<file path="src/rtl/core/lcst_pkg.sv">
// lcst_pkg: shared constants and types for the least-connections server table
// used by lcst_cell and least_connections_server_table; no dependencies
package lcst_pkg;

    localparam int NUM_SLOTS = 64;
    localparam int IDX_W     = $clog2(NUM_SLOTS);

    localparam int REQ_W     = 2;
    localparam int SLOT_W    = 6;
    localparam int LOAD_W    = 16;
    localparam int IP_W      = 32;
    localparam int PORT_W    = 16;

    localparam int S_TDATA_W = 72;
    localparam int M_TDATA_W = 72;

    localparam logic [REQ_W-1:0] REQ_REPORT = 2'd0;
    localparam logic [REQ_W-1:0] REQ_REMOVE = 2'd1;
    localparam logic [REQ_W-1:0] REQ_QUERY  = 2'd2;

    // write command broadcast to every cell
    typedef struct packed {
        logic              wr;
        logic              remove;
        logic [IDX_W-1:0]  idx;
        logic [LOAD_W-1:0] load;
        logic [IP_W-1:0]   ip;
        logic [PORT_W-1:0] port;
    } cmd_t;

    // best-so-far candidate handed from cell to cell during a query
    typedef struct packed {
        logic              tok;
        logic              found;
        logic [LOAD_W-1:0] load;
        logic [IP_W-1:0]   ip;
        logic [PORT_W-1:0] port;
    } cand_t;

endpackage

</file>
<file path="src/rtl/core/lcst_cell.sv">
// lcst_cell: one table entry plus one stage of the least-load search chain
// depends on lcst_pkg
module lcst_cell
    import lcst_pkg::*;
(
    input  logic             aclk,
    input  logic             aresetn,
    input  logic [IDX_W-1:0] cell_idx,
    input  cmd_t             cmd,
    input  cand_t            cand_in,
    output cand_t            cand_out,
    output logic             valid
);

    logic              valid_reg;
    logic              valid_next;
    logic [LOAD_W-1:0] load_reg;
    logic [IP_W-1:0]   ip_reg;
    logic [PORT_W-1:0] port_reg;
    logic              tok_reg;
    cand_t             cand_reg;
    cand_t             cand_next;
    logic              hit;
    logic              take;

    assign hit = cmd.wr && (cmd.idx == cell_idx);

    always_comb begin
        valid_next = valid_reg;
        if (hit) begin
            valid_next = !cmd.remove;
        end
    end

    always_ff @(posedge aclk) begin
        if (!aresetn) begin
            valid_reg <= 1'b0;
        end else begin
            valid_reg <= valid_next;
        end
    end

    always_ff @(posedge aclk) begin
        if (hit && !cmd.remove) begin
            load_reg <= cmd.load;
            if (!valid_reg) begin
                ip_reg   <= cmd.ip;
                port_reg <= cmd.port;
            end
        end
    end

    // strict less-than keeps the lower slot on a tie
    assign take = valid_reg && (!cand_in.found || (load_reg < cand_in.load));

    always_comb begin
        cand_next     = cand_in;
        cand_next.tok = 1'b0;
        if (take) begin
            cand_next.found = 1'b1;
            cand_next.load  = load_reg;
            cand_next.ip    = ip_reg;
            cand_next.port  = port_reg;
        end
    end

    always_ff @(posedge aclk) begin
        if (!aresetn) begin
            tok_reg <= 1'b0;
        end else begin
            tok_reg <= cand_in.tok;
        end
    end

    always_ff @(posedge aclk) begin
        cand_reg <= cand_next;
    end

    always_comb begin
        cand_out     = cand_reg;
        cand_out.tok = tok_reg;
    end

    assign valid = valid_reg;

endmodule

</file>
<file path="config.mk">
export PLATFORM = sky130hd
export DESIGN_NAME = lcst_cell
export DESIGN_NICKNAME = d
export VERILOG_FILES = /design/src/rtl/core/lcst_pkg.sv /design/src/rtl/core/lcst_cell.sv
export SDC_FILE = /design/constraint.sdc
export NUM_CORES = 1
export LEC_CHECK = 0
export BUFFER_PORTS_ARGS = -buffer_cell sky130_fd_sc_hd__buf_2
export CAP_MARGIN = 20
export CORE_MARGIN = 1
export CORE_UTILIZATION = 45
export CTS_BUF_LIST = sky130_fd_sc_hd__clkbuf_8
export DETAILED_ROUTE_END_ITERATION = 10
export PLACE_DENSITY = 0.78
export SLEW_MARGIN = 10
export SYNTH_ARGS = -nofsm -noshare
export SYNTH_HDL_FRONTEND = slang
export SYNTH_SLANG_ARGS = --single-unit
</file>
<file path="constraint.sdc">
create_clock -name aclk -period 12.2 [get_ports aclk]
set_input_delay 1.83 -clock aclk [delete_from_list [all_inputs] [get_ports aclk]]
set_output_delay 1.83 -clock aclk [all_outputs]
set_load 0.02 [all_outputs]
</file>
==> reports/metrics.yaml, run 1 <==
rsz0062_at_grt: "no"
syn2layout_area_growth_pct: 36.09
tightest_slew_ns: 1.047
cts_resized: 0
final.fill_count: 788
coreArea_um2: 9774
cp-end-kind: "flip-flop"
fin_worst_skew_ns: 0.01003
powerDensity_nw_per_um2: 155.4
clock-sinks: 131
htree_levels: 4
final_common_cell: "buf_2"
p_leak_nw: 2.775
status: "finished clean"
irDropWorstVdd_v: 0.00008599
synth_edf_count: 64
synth-seq-cells: 131
crit_path_start: "cand_in[63]"
max_freq_ghz: 0.2272
cp.required_ns: 12.51
grt.total_usage: 0.1790
netSwitchingPower_w: 0.0002049
finalHoldViolCount: 0
ys_seq_area_frac: 0.7163
num_vias: 2978
cts_buffers: 17
yosysUniqueCellTypes: 26
die_x_um: 102.6
n_antenna_cell: 0
placedCellCount: 614
fin_nets: 661
fin_crit_sh: 0.3608
drv_cap: 0
wirelength_um: 9278
p_sw_frac: 0.2126
min_path_type: "reg -> reg"
post_cts_buffers: 0
maxSlewViolCount: 0
first_pass_iters: 4
grt_pass1_vias: 3053
finalWeightedCongestion: 0.8049
grt_start_max_net_pins: 49
combPwrFrac: 0.074
die_area_um2: 10530
cts_tree: "done"
worstReg2RegStart: "load_reg[15]"
vias_per_cell: 4.610
worstSetupPathType: "in -> reg"
cts_buffer_depth: 2
cts-root-buf: "clkbuf_8"
synth-main-ff-cell: "dfxtp_1"
cts_hold_buffers: 0
synth_area_um2: 4556
finalCriticalPeriod_ns: 4.402
port_buffers: 212
clock_latency_ns: 0.43
seq_power_share: 0.495
setup_viol: 0
drive_gt1_frac: 0.6062
finalPower_w: 0.0009637
final_cell_count_no_fill: 646
die_h_um: 102.6
ys_warn_count: 0
grt_overflow: 0
drcViolationCount: 0
row_count: 36
grt_antenna_before_repair: 0
largest_reg_flops: 65
wl_per_cell_um: 14.36
drt-initial-drc-count: 46
synthArstFlopShare: 0
grt_first_pass_wirelength_um: 13590
synth_nets: 434
clock_power_share: 0.430
hold_start: "port_reg[5]"
start_util: 0.4661
ant_nets: 0
path_clk_slew_ns: 0.08
fin_setup_tns_ns: 0
cp.arrival_ns: 4.71
internal-power_w: 0.0007588
startpoint_type: "input pin"
dp_hpwl_um: 6853
postSynthCellCount: 273
maxSlewHeadroom: 0.3002
critPathMaxFanout: 33
final_cell_mix: "buf_2, dfxtp_1, mux2_2, edfxtp_1, clkbuf_8"
ioPinCount: 213
syn_area_per_cell_um2: 16.69
-- layer usage --
metal | vias to the layer above | GRT usage | routed length [um]
li1 | 1443 | - | -
met1 | 1395 | 0.1871 | 3607
met2 | 127 | 0.3062 | 4734
met3 | 13 | 0.08000 | 780
met4 | 0 | 0.08791 | 156
met5 | - | 0 | 0
-- layout make-up --
class / count / area (um2) / share of cell area
sequential: 131 / 3263 / 0.5263
multi-input combinational: 119 / 1170 / 0.1887
timing repair buffer: 215 / 1084 / 0.1748
clock buffer: 18 / 247.7 / 0.03996
clock inverter: 14 / 209.0 / 0.03370
tap: 133 / 166.4 / 0.02684
inverter: 16 / 60.06 / 0.009687
-- Yosys cell counts (all sizes together), types with 4 or more instances --
library cell	n	area share
o21ai	4	0.0044
a21oi	6	0.0074
nor2	4	0.0033
buf	7	0.016
edfxtp	64	0.42
nand2	4	0.0033
inv	16	0.013
ha	15	0.041
mux2	64	0.16
dfxtp	67	0.29
-- power groups by stage --
stage	clock network (W)	registers (W)	logic (W)
final	0.000415	0.000477	0.0000717
after CTS	0.000423	0.000477	0.0000727
after global placement	0	0.000487	0.0000704
after floorplan	0	0.000503	0.0000181
after global routing	0.000440	0.000478	0.0000782
after detailed placement	0	0.000487	0.0000724
-- kinds of logic after synthesis --
group / count (synthesis) / share of synthesized area
AOI/OAI and AO/OA: 15 / 0.02142
adders and majority gates: 15 / 0.04120
xor gates and xnor gates: 6 / 0.01154
DFF: 131 / 0.7163
muxes: 64 / 0.1582
buffers and inverters: 23 / 0.02966
and+or+nand+nor: 19 / 0.02170
-- stage by stage --
stage | util | setup WS, ns | instance area, um2 | hold slack, ns
floorplan | - | 5.878 | 4556 | 0.4493
global placement | 0.5876 | 7.437 | 5743 | 0.4512
detailed placement | 0.5876 | 7.321 | 5743 | 0.4577
CTS | 0.6343 | 7.785 | 6200 | 0.4743
global route | 0.6343 | 7.611 | 6200 | 0.4845
finish | 0.6343 | 7.798 | 6200 | 0.4630
-- critical path, stage by stage --
cell and delay, ns:
buf_2 0.09, inv_1 0.04, ha_1 0.31, nand4_1 0.22, a211oi_1 0.23, a32oi_1 0.19
a21oi_4 0.85, buf_4 0.54, mux2_2 0.39
-- final timing paths --
path                                      to  slack [ns]  cells past startpoint
worst max-delay path            cand_out[39]        7.80                      9
worst max register to register  cand_out[39]        8.88                      7
worst min register to register   cand_out[5]        0.46                      1
worst min-delay path             cand_out[5]        0.46                      1
No activity file was read; power rests on OpenSTA's default activity.
==> inputs of run 2 (changes only) <==
--- a/config.mk
+++ b/config.mk
@@ -5,13 +5,14 @@
 export SDC_FILE = /design/constraint.sdc
 export NUM_CORES = 1
 export LEC_CHECK = 0
+export ABC_AREA = 1
 export BUFFER_PORTS_ARGS = -buffer_cell sky130_fd_sc_hd__buf_2
 export CAP_MARGIN = 20
 export CORE_MARGIN = 1
 export CORE_UTILIZATION = 45
 export CTS_BUF_LIST = sky130_fd_sc_hd__clkbuf_8
 export DETAILED_ROUTE_END_ITERATION = 10
-export PLACE_DENSITY = 0.78
+export PLACE_DENSITY = 0.77
 export SLEW_MARGIN = 10
 export SYNTH_ARGS = -nofsm -noshare
 export SYNTH_HDL_FRONTEND = slang
==> constraint.sdc (replaced) <==
create_clock -name aclk -period 4.1 [get_ports aclk]
set_input_delay 0.615 -clock aclk [delete_from_list [all_inputs] [get_ports aclk]]
set_output_delay 0.615 -clock aclk [all_outputs]
set_load 0.02 [all_outputs]
==> run 2 against run 1 <==
Largest cell class unchanged; via count is 30% higher; count of clock-buffer cells in the layout did not move; sequential share of layout area fell by 1.3 points; global-route usage up 2.5 points; worst setup slack worse by 6.1 ns; highest routed layer unchanged; non-clock buffer count rose by 1; critical path depth is 1 higher; largest power group unchanged.
==> reports/metrics.yaml, run 2 <==
status: "finished clean"
grt_start_max_net_pins: 68  # +39%
ys_seq_area_frac: 0.6722  # -0.04412
maxSlewHeadroom: 0.5029  # +0.2026
synth_edf_count: 64  # unchanged
synth_commonest_cells: "nand2_1, dfxtp_1, nand3_1"
final_cell_mix: "buf_2, nand2_1, nand3_1, dfxtp_1, edfxtp_1"
synthArstFlopShare: 0  # unchanged
gr-usage-met2: 0.3473  # +0.04119
die_area_um2: 11210  # +6.4%
powerDensity_nw_per_um2: 435.6  # +180%
path_delay_family: "simple AND/OR/NAND/NOR gates"
rsz0062_at_grt: "no"
grt_pass1_vias: 3770  # +23%
cts_buffers: 17  # unchanged
critical_path.max_stage_delay_ns: 0.40  # -0.45 ns
ys_warn_count: 0  # unchanged
irDropWorstVdd_v: 0.0002478  # +190%
ioPinCount: 213  # unchanged
syn2layout_area_growth_pct: 31.11
cp-end-kind: "flip-flop"
cts-root-buf: "clkbuf_8"
synth.top_cell.area_share: 0.3959  # -0.02599
syn_area_per_cell_um2: 10.88  # -35%
drive_gt1_frac: 0.4063  # -0.2000
ant_nets: 0  # unchanged
grt.total_usage: 0.2042  # +0.02514
fin_nets: 820  # +24%
worstSetupPathType: "reg -> reg"
fin_worst_skew_ns: 0.01600  # +0.005965 ns
grt_overflow: 0  # unchanged
busiest_layer: "met2"
start_util: 0.4681  # +0.002069
synth.largest_area_cell: "edfxtp_1"
drcViolationCount: 0  # unchanged
final_cell_count_no_fill: 808  # +25%
fin_util: 0.6138  # -0.02050
clock-sinks: 131  # unchanged
crit_path_cell_trace: "ha_1 -> a21oi_1 -> o21ai_0 -> nor2_1 -> nand2_1 -> nand2_2 -> nand2_2 -> buf_12 -> nand2_1 -> nand2_1"
finalCriticalPeriod_ns: 2.361
postSynthCellCount: 446  # +63%
tightest_slew_ns: 0.7457  # -0.3016 ns
cts_tree: "done"
setup_viol: 0  # unchanged
maxSlewViolCount: 0  # unchanged
n_antenna_cell: 0  # unchanged
clock_latency_ns: 0.43  # about the same
critPathMaxFanout: 34  # +3.0%
synth-main-ff-cell: "dfxtp_1"
path_clk_slew_ns: 0.08  # about the same
fin_crit_sh: 0.5758
synth-seq-cells: 131  # unchanged
cts_hold_buffers: 0  # unchanged
grt_first_pass_wirelength_um: 17300  # +27%
drv_cap: 0  # unchanged
row_count: 37  # +2.8%
cp_slowest_cell: "nand2_2"
use_met1: 0.2318  # +0.04463
wirelength_um: 11080  # +19%
wl_per_cell_um: 13.71  # -4.5%
synth_nets: 607  # +40%
synth_area_leaders: "edfxtp_1, dfxtp_1, nand2_1"
cp.required_ns: 4.42  # -8.09 ns
cts_resized: 0  # unchanged
drt-initial-drc-count: 192  # +320%
htree_levels: 4  # unchanged
placedCellCount: 776  # +26%
cp_num_buf_inv: 1  # -2
cts_buffer_depth: 2  # unchanged
finalHoldViolCount: 0  # unchanged
coreArea_um2: 10370  # +6.1%
port_buffers: 212  # unchanged
p_leak_nw: 3.154  # +14%
yosysUniqueCellTypes: 24  # -7.7%
finalPower_w: 0.002772  # +190%
final_common_cell: "buf_2"
min_path_type: "in -> reg"
fin_setup_tns_ns: 0  # unchanged
die_h_um: 105.9  # +3.2%
largest_reg_flops: 65  # unchanged
vias_per_cell: 4.776  # +3.6%
synth_area_um2: 4855  # +6.6%
met3_usage: 0.06494  # -0.01506
finalWeightedCongestion: 0.8076  # +0.34%
first_pass_iters: 4  # unchanged
num_vias: 3859  # +30%
die_x_um: 105.9  # +3.2%
dp_hpwl_um: 7817  # +14%
cp.arrival_ns: 2.68  # -2.03 ns
max_freq_ghz: 0.4236
path_common_cell: "nand2_1"
final.fill_count: 883  # +12%
grt_antenna_before_repair: 0  # unchanged
synth_most_common_cell: "nand2_1"
post_cts_buffers: 0  # unchanged
startpoint_type: "flip-flop"
==> run 2: stage by stage <==
| stage | hold WS (ns) | setup slack (ns) | area [um2] |
|---|---|---|---|
| global route | 0.3090 | 1.511 | 6365 |
| global placement | 0.4521 | 1.530 | 5953 |
| finish | 0.3512 | 1.739 | 6365 |
| detailed placement | 0.4559 | 1.416 | 5953 |
| CTS | 0.3241 | 1.719 | 6365 |
| floorplan | 0.4489 | 0.3478 | 4855 |
==> run 2: final timing paths <==
| path | start | to | slack, ns | cells after the start |
|---|---|---|---|---|
| hold reg to reg | ip_reg[27] | cand_out[43] | 0.47 | 2 |
| hold / removal | cmd[7] | port_reg[7] | 0.35 | 1 |
| setup reg to reg | load_reg[15] | cand_out[13] | 1.74 | 10 |
| setup / recovery | load_reg[15] | cand_out[13] | 1.74 | 10 |
==> run 2: cell families after synthesis <==
| kind of cell | synth area share |
|---|---|
| xor+xnor | 0.001804 |
| simple gates | 0.2142 |
| buf+inv | 0.06185 |
| compound gates | 0.01134 |
| fa+ha+maj | 0.03866 |
| flops | 0.6722 |
==> run 2: worst register-to-register path: stages (launching register included) <==
cell      delay [ns]
edfxtp_1        0.39
ha_1            0.32
a21oi_1         0.19
o21ai_0         0.12
nor2_1          0.14
nand2_1         0.08
nand2_2         0.07
nand2_2         0.40
buf_12          0.38
nand2_1         0.10
nand2_1         0.07
==> run 2: report_power, final <==
group	switching, W	internal [W]	leakage (nW)
Sequential	0.0000109	0.00141	1.14
Clock	0.000498	0.000615	0.212
Combinational	0.000134	0.000103	1.80
Total	0.000643	0.00213	3.15
==> run 2: layout make-up <==
type / count / area (um2) / share of cell area
Timing Repair Buffer: 216 / 1104 / 0.1734
Clock buffer: 18 / 247.7 / 0.03892
Inverter: 31 / 116.4 / 0.01828
Sequential cell: 131 / 3264 / 0.5129
Clock inverter: 14 / 163.9 / 0.02575
Multi-Input combinational cell: 262 / 1299 / 0.2041
Tap cell: 136 / 170.2 / 0.02673
==> run 2: layer usage <==
layer / part of all wire / wire, um
met1: 0.40 / 4388
met2: 0.51 / 5621
met3: 0.069 / 767
met4: 0.027 / 303
met5: 0 / 0
==> inputs of run 3 (changes only) <==
--- a/config.mk
+++ b/config.mk
@@ -9,10 +9,10 @@
 export BUFFER_PORTS_ARGS = -buffer_cell sky130_fd_sc_hd__buf_2
 export CAP_MARGIN = 20
 export CORE_MARGIN = 1
-export CORE_UTILIZATION = 45
+export CORE_UTILIZATION = 44
 export CTS_BUF_LIST = sky130_fd_sc_hd__clkbuf_8
 export DETAILED_ROUTE_END_ITERATION = 10
-export PLACE_DENSITY = 0.77
+export PLACE_DENSITY = 0.78
 export SLEW_MARGIN = 10
 export SYNTH_ARGS = -nofsm -noshare
 export SYNTH_HDL_FRONTEND = slang
==> constraint.sdc (replaced) <==
create_clock -name aclk -period 2.1 [get_ports aclk]
set_input_delay 0.315 -clock aclk [delete_from_list [all_inputs] [get_ports aclk]]
set_output_delay 0.315 -clock aclk [all_outputs]
set_load 0.02 [all_outputs]
==> run 3 against run 2 <==
Routed wire length rose by 0.24%; non-clock buffer count rose by 5; sequential power rose by 96%; core utilization rose by 1.1 points; combinational power rose by 100%; worst setup slack got worse by 1.5 ns; critical path type unchanged; critical endpoint is now cand_out[40]; largest power group unchanged.
==> reports/metrics.yaml, run 3 (same netlist as run 2, synthesis figures left out) <==
status: "finished clean"
start_util: 0.4620  # -0.006187
max_freq_ghz: 0.5281  # +25%
maxSlewHeadroom: 0.7615  # +0.2586
grt_pass1_vias: 3770  # unchanged
dpl_worst_slack_ns: 0.09083  # -1.325 ns
rr_endpoint: "cand_out[40]"
grt_start_max_net_pins: 49  # -28%
drive_gt1_frac: 0.4151  # +0.008816
setup_viol: 0  # unchanged
clock_latency_ns: 0.42  # about the same
dp_hpwl_um: 7980  # +2.1%
ant_nets: 0  # unchanged
path_clk_slew_ns: 0.08  # about the same
wirelength_um: 11110  # +0.24%
grt.total_usage: 0.1977  # -0.006491
fin_setup_tns_ns: 0  # unchanged
wl_per_cell_um: 13.66  # -0.37%
worstReg2RegStart: "load_reg[5]"
grt_first_pass_wirelength_um: 17130  # -1.0%
ff2ff_path_depth: 12  # +2
cts_buffer_depth: 2  # unchanged
n_antenna_cell: 0  # unchanged
cts_buffers: 17  # unchanged
first_pass_iters: 4  # unchanged
ioPinCount: 213  # unchanged
grt_antenna_before_repair: 0  # unchanged
placedCellCount: 780  # +0.52%
r2r_slack_ns: 0.21  # -1.53 ns
fin_area_um2: 6563  # +3.1%
port_buffers: 212  # unchanged
finalHoldViolCount: 0  # unchanged
final_common_cell: "buf_2"
cts_hold_buffers: 0  # unchanged
crit_path_start: "load_reg[5]"
cp.arrival_ns: 2.20  # -0.48 ns
startpoint_type: "flip-flop"
grt_overflow: 0  # unchanged
fin_nets: 825  # +0.61%
row_count: 37  # unchanged
dpl_cell_area_um2: 6023  # +1.2%
cp.required_ns: 2.41  # -2.01 ns
drv_cap: 0  # unchanged
cts-root-buf: "clkbuf_8"
coreArea_um2: 10510  # +1.3%
drcViolationCount: 0  # unchanged
critPathMaxFanout: 33  # -2.9%
maxSlewViolCount: 0  # unchanged
min_path_type: "in -> reg"
syn2layout_area_growth_pct: 35.18
die_area_um2: 11460  # +2.2%
irDropWorstVdd_v: 0.0004760  # +92%
tightest_slew_ns: 0.3578  # -0.3879 ns
fin_worst_skew_ns: 0.008474  # -0.007525 ns
cts_tree: "done"
drt-initial-drc-count: 188  # -2.1%
final_cell_mix: "buf_2, nand2_1, nand3_1, dfxtp_1, edfxtp_1"
clock-sinks: 131  # unchanged
p_leak_nw: 3.247  # +2.9%
finalWeightedCongestion: 0.7862  # -2.6%
finalCriticalPeriod_ns: 1.894  # -0.4674 ns
largest_reg_flops: 65  # unchanged
rsz0062_at_grt: "no"
postLayoutSetupSlackWorst_ns: 0.2065  # -1.533 ns
fin_crit_sh: 0.9017  # +0.3259
die_h_um: 107.0  # +1.1%
htree_levels: 4  # unchanged
worstSetupPathType: "reg -> reg"
num_vias: 3791  # -1.8%
final_cell_count_no_fill: 813  # +0.62%
vias_per_cell: 4.663  # -2.4%
worstSetupEndpoint: "cand_out[40]"
final.fill_count: 843  # -4.5%
powerDensity_nw_per_um2: 886.4  # +100%
die_x_um: 107.0  # +1.1%
cp-end-kind: "flip-flop"
==> run 3: area by class of cell <==
type / count / area [um2] / area share
Sequential cell: 131 / 3264 / 0.4974
Multi-Input combinational cell: 262 / 1315 / 0.2004
Timing Repair Buffer: 221 / 1200 / 0.1828
Clock inverter: 14 / 249.0 / 0.03794
Clock buffer: 18 / 247.7 / 0.03775
Tap cell: 136 / 170.2 / 0.02593
Inverter: 31 / 116.4 / 0.01773
==> run 3: through the flow <==
stage / utilization / total power [W] / hold WS, ns
6_report: 0.6245 / 0.005817 / 0.06649
5_1_grt: 0.6245 / 0.006036 / 0.02339
4_1_cts: 0.6204 / 0.005868 / 0.03999
3_5_place_dp: 0.5732 / 0.003306 / 0.4619
3_3_place_gp: 0.5732 / 0.003287 / 0.4538
2_1_floorplan: - / 0.003065 / 0.4069
==> run 3: repair_timing <==
action	in CTS	in global routing
setup buffers	0	0
gates resized for setup	0	4
endpoints found under the setup margin	0	34
==> run 3: power breakdown <==
group          total, W  switching, W  leakage [nW]  internal (W)
combinational  0.000474      0.000265          1.86      0.000209
clock           0.00257      0.000982         0.244       0.00158
sequential      0.00278     0.0000215          1.14       0.00275
total           0.00582       0.00127          3.25       0.00455
==> run 3: worst min path at each step <==
stage | from | endpoint | slack [ns] | depth (start not counted)
4_1_cts | cmd[24] | ip_reg[8] | 0.04 | 1
2_1_floorplan | cand_in[64] | cand_out[64] | 0.41 | 2
3_5_place_dp | ip_reg[7] | cand_out[23] | 0.46 | 2
6_report | cmd[57] | load_reg[9] | 0.07 | 1
5_1_grt | cmd[24] | ip_reg[8] | 0.02 | 1
3_3_place_gp | ip_reg[7] | cand_out[23] | 0.45 | 2
==> run 3: routing by layer <==
layer / part of all wire / up-vias / global-route usage
met1: 0.39 / 1701 / 0.2110
met3: 0.064 / 23 / 0.05897
li1: - / 1901 / -
met5: 0 / - / 0
met4: 0.027 / 0 / 0.08513
met2: 0.51 / 166 / 0.3594
==> run 3: critical path, stage by stage (launching register included) <==
cell and delay, ns:
edfxtp_1 0.39, ha_1 0.30, a21oi_1 0.13, nor2_1 0.05, nor3_1 0.13, nand2_1 0.09
nand2_1 0.06, nand2_1 0.08, nand2_4 0.11, nand2_4 0.09, buf_12 0.19, nand2_1 0.08
nand2_1 0.06
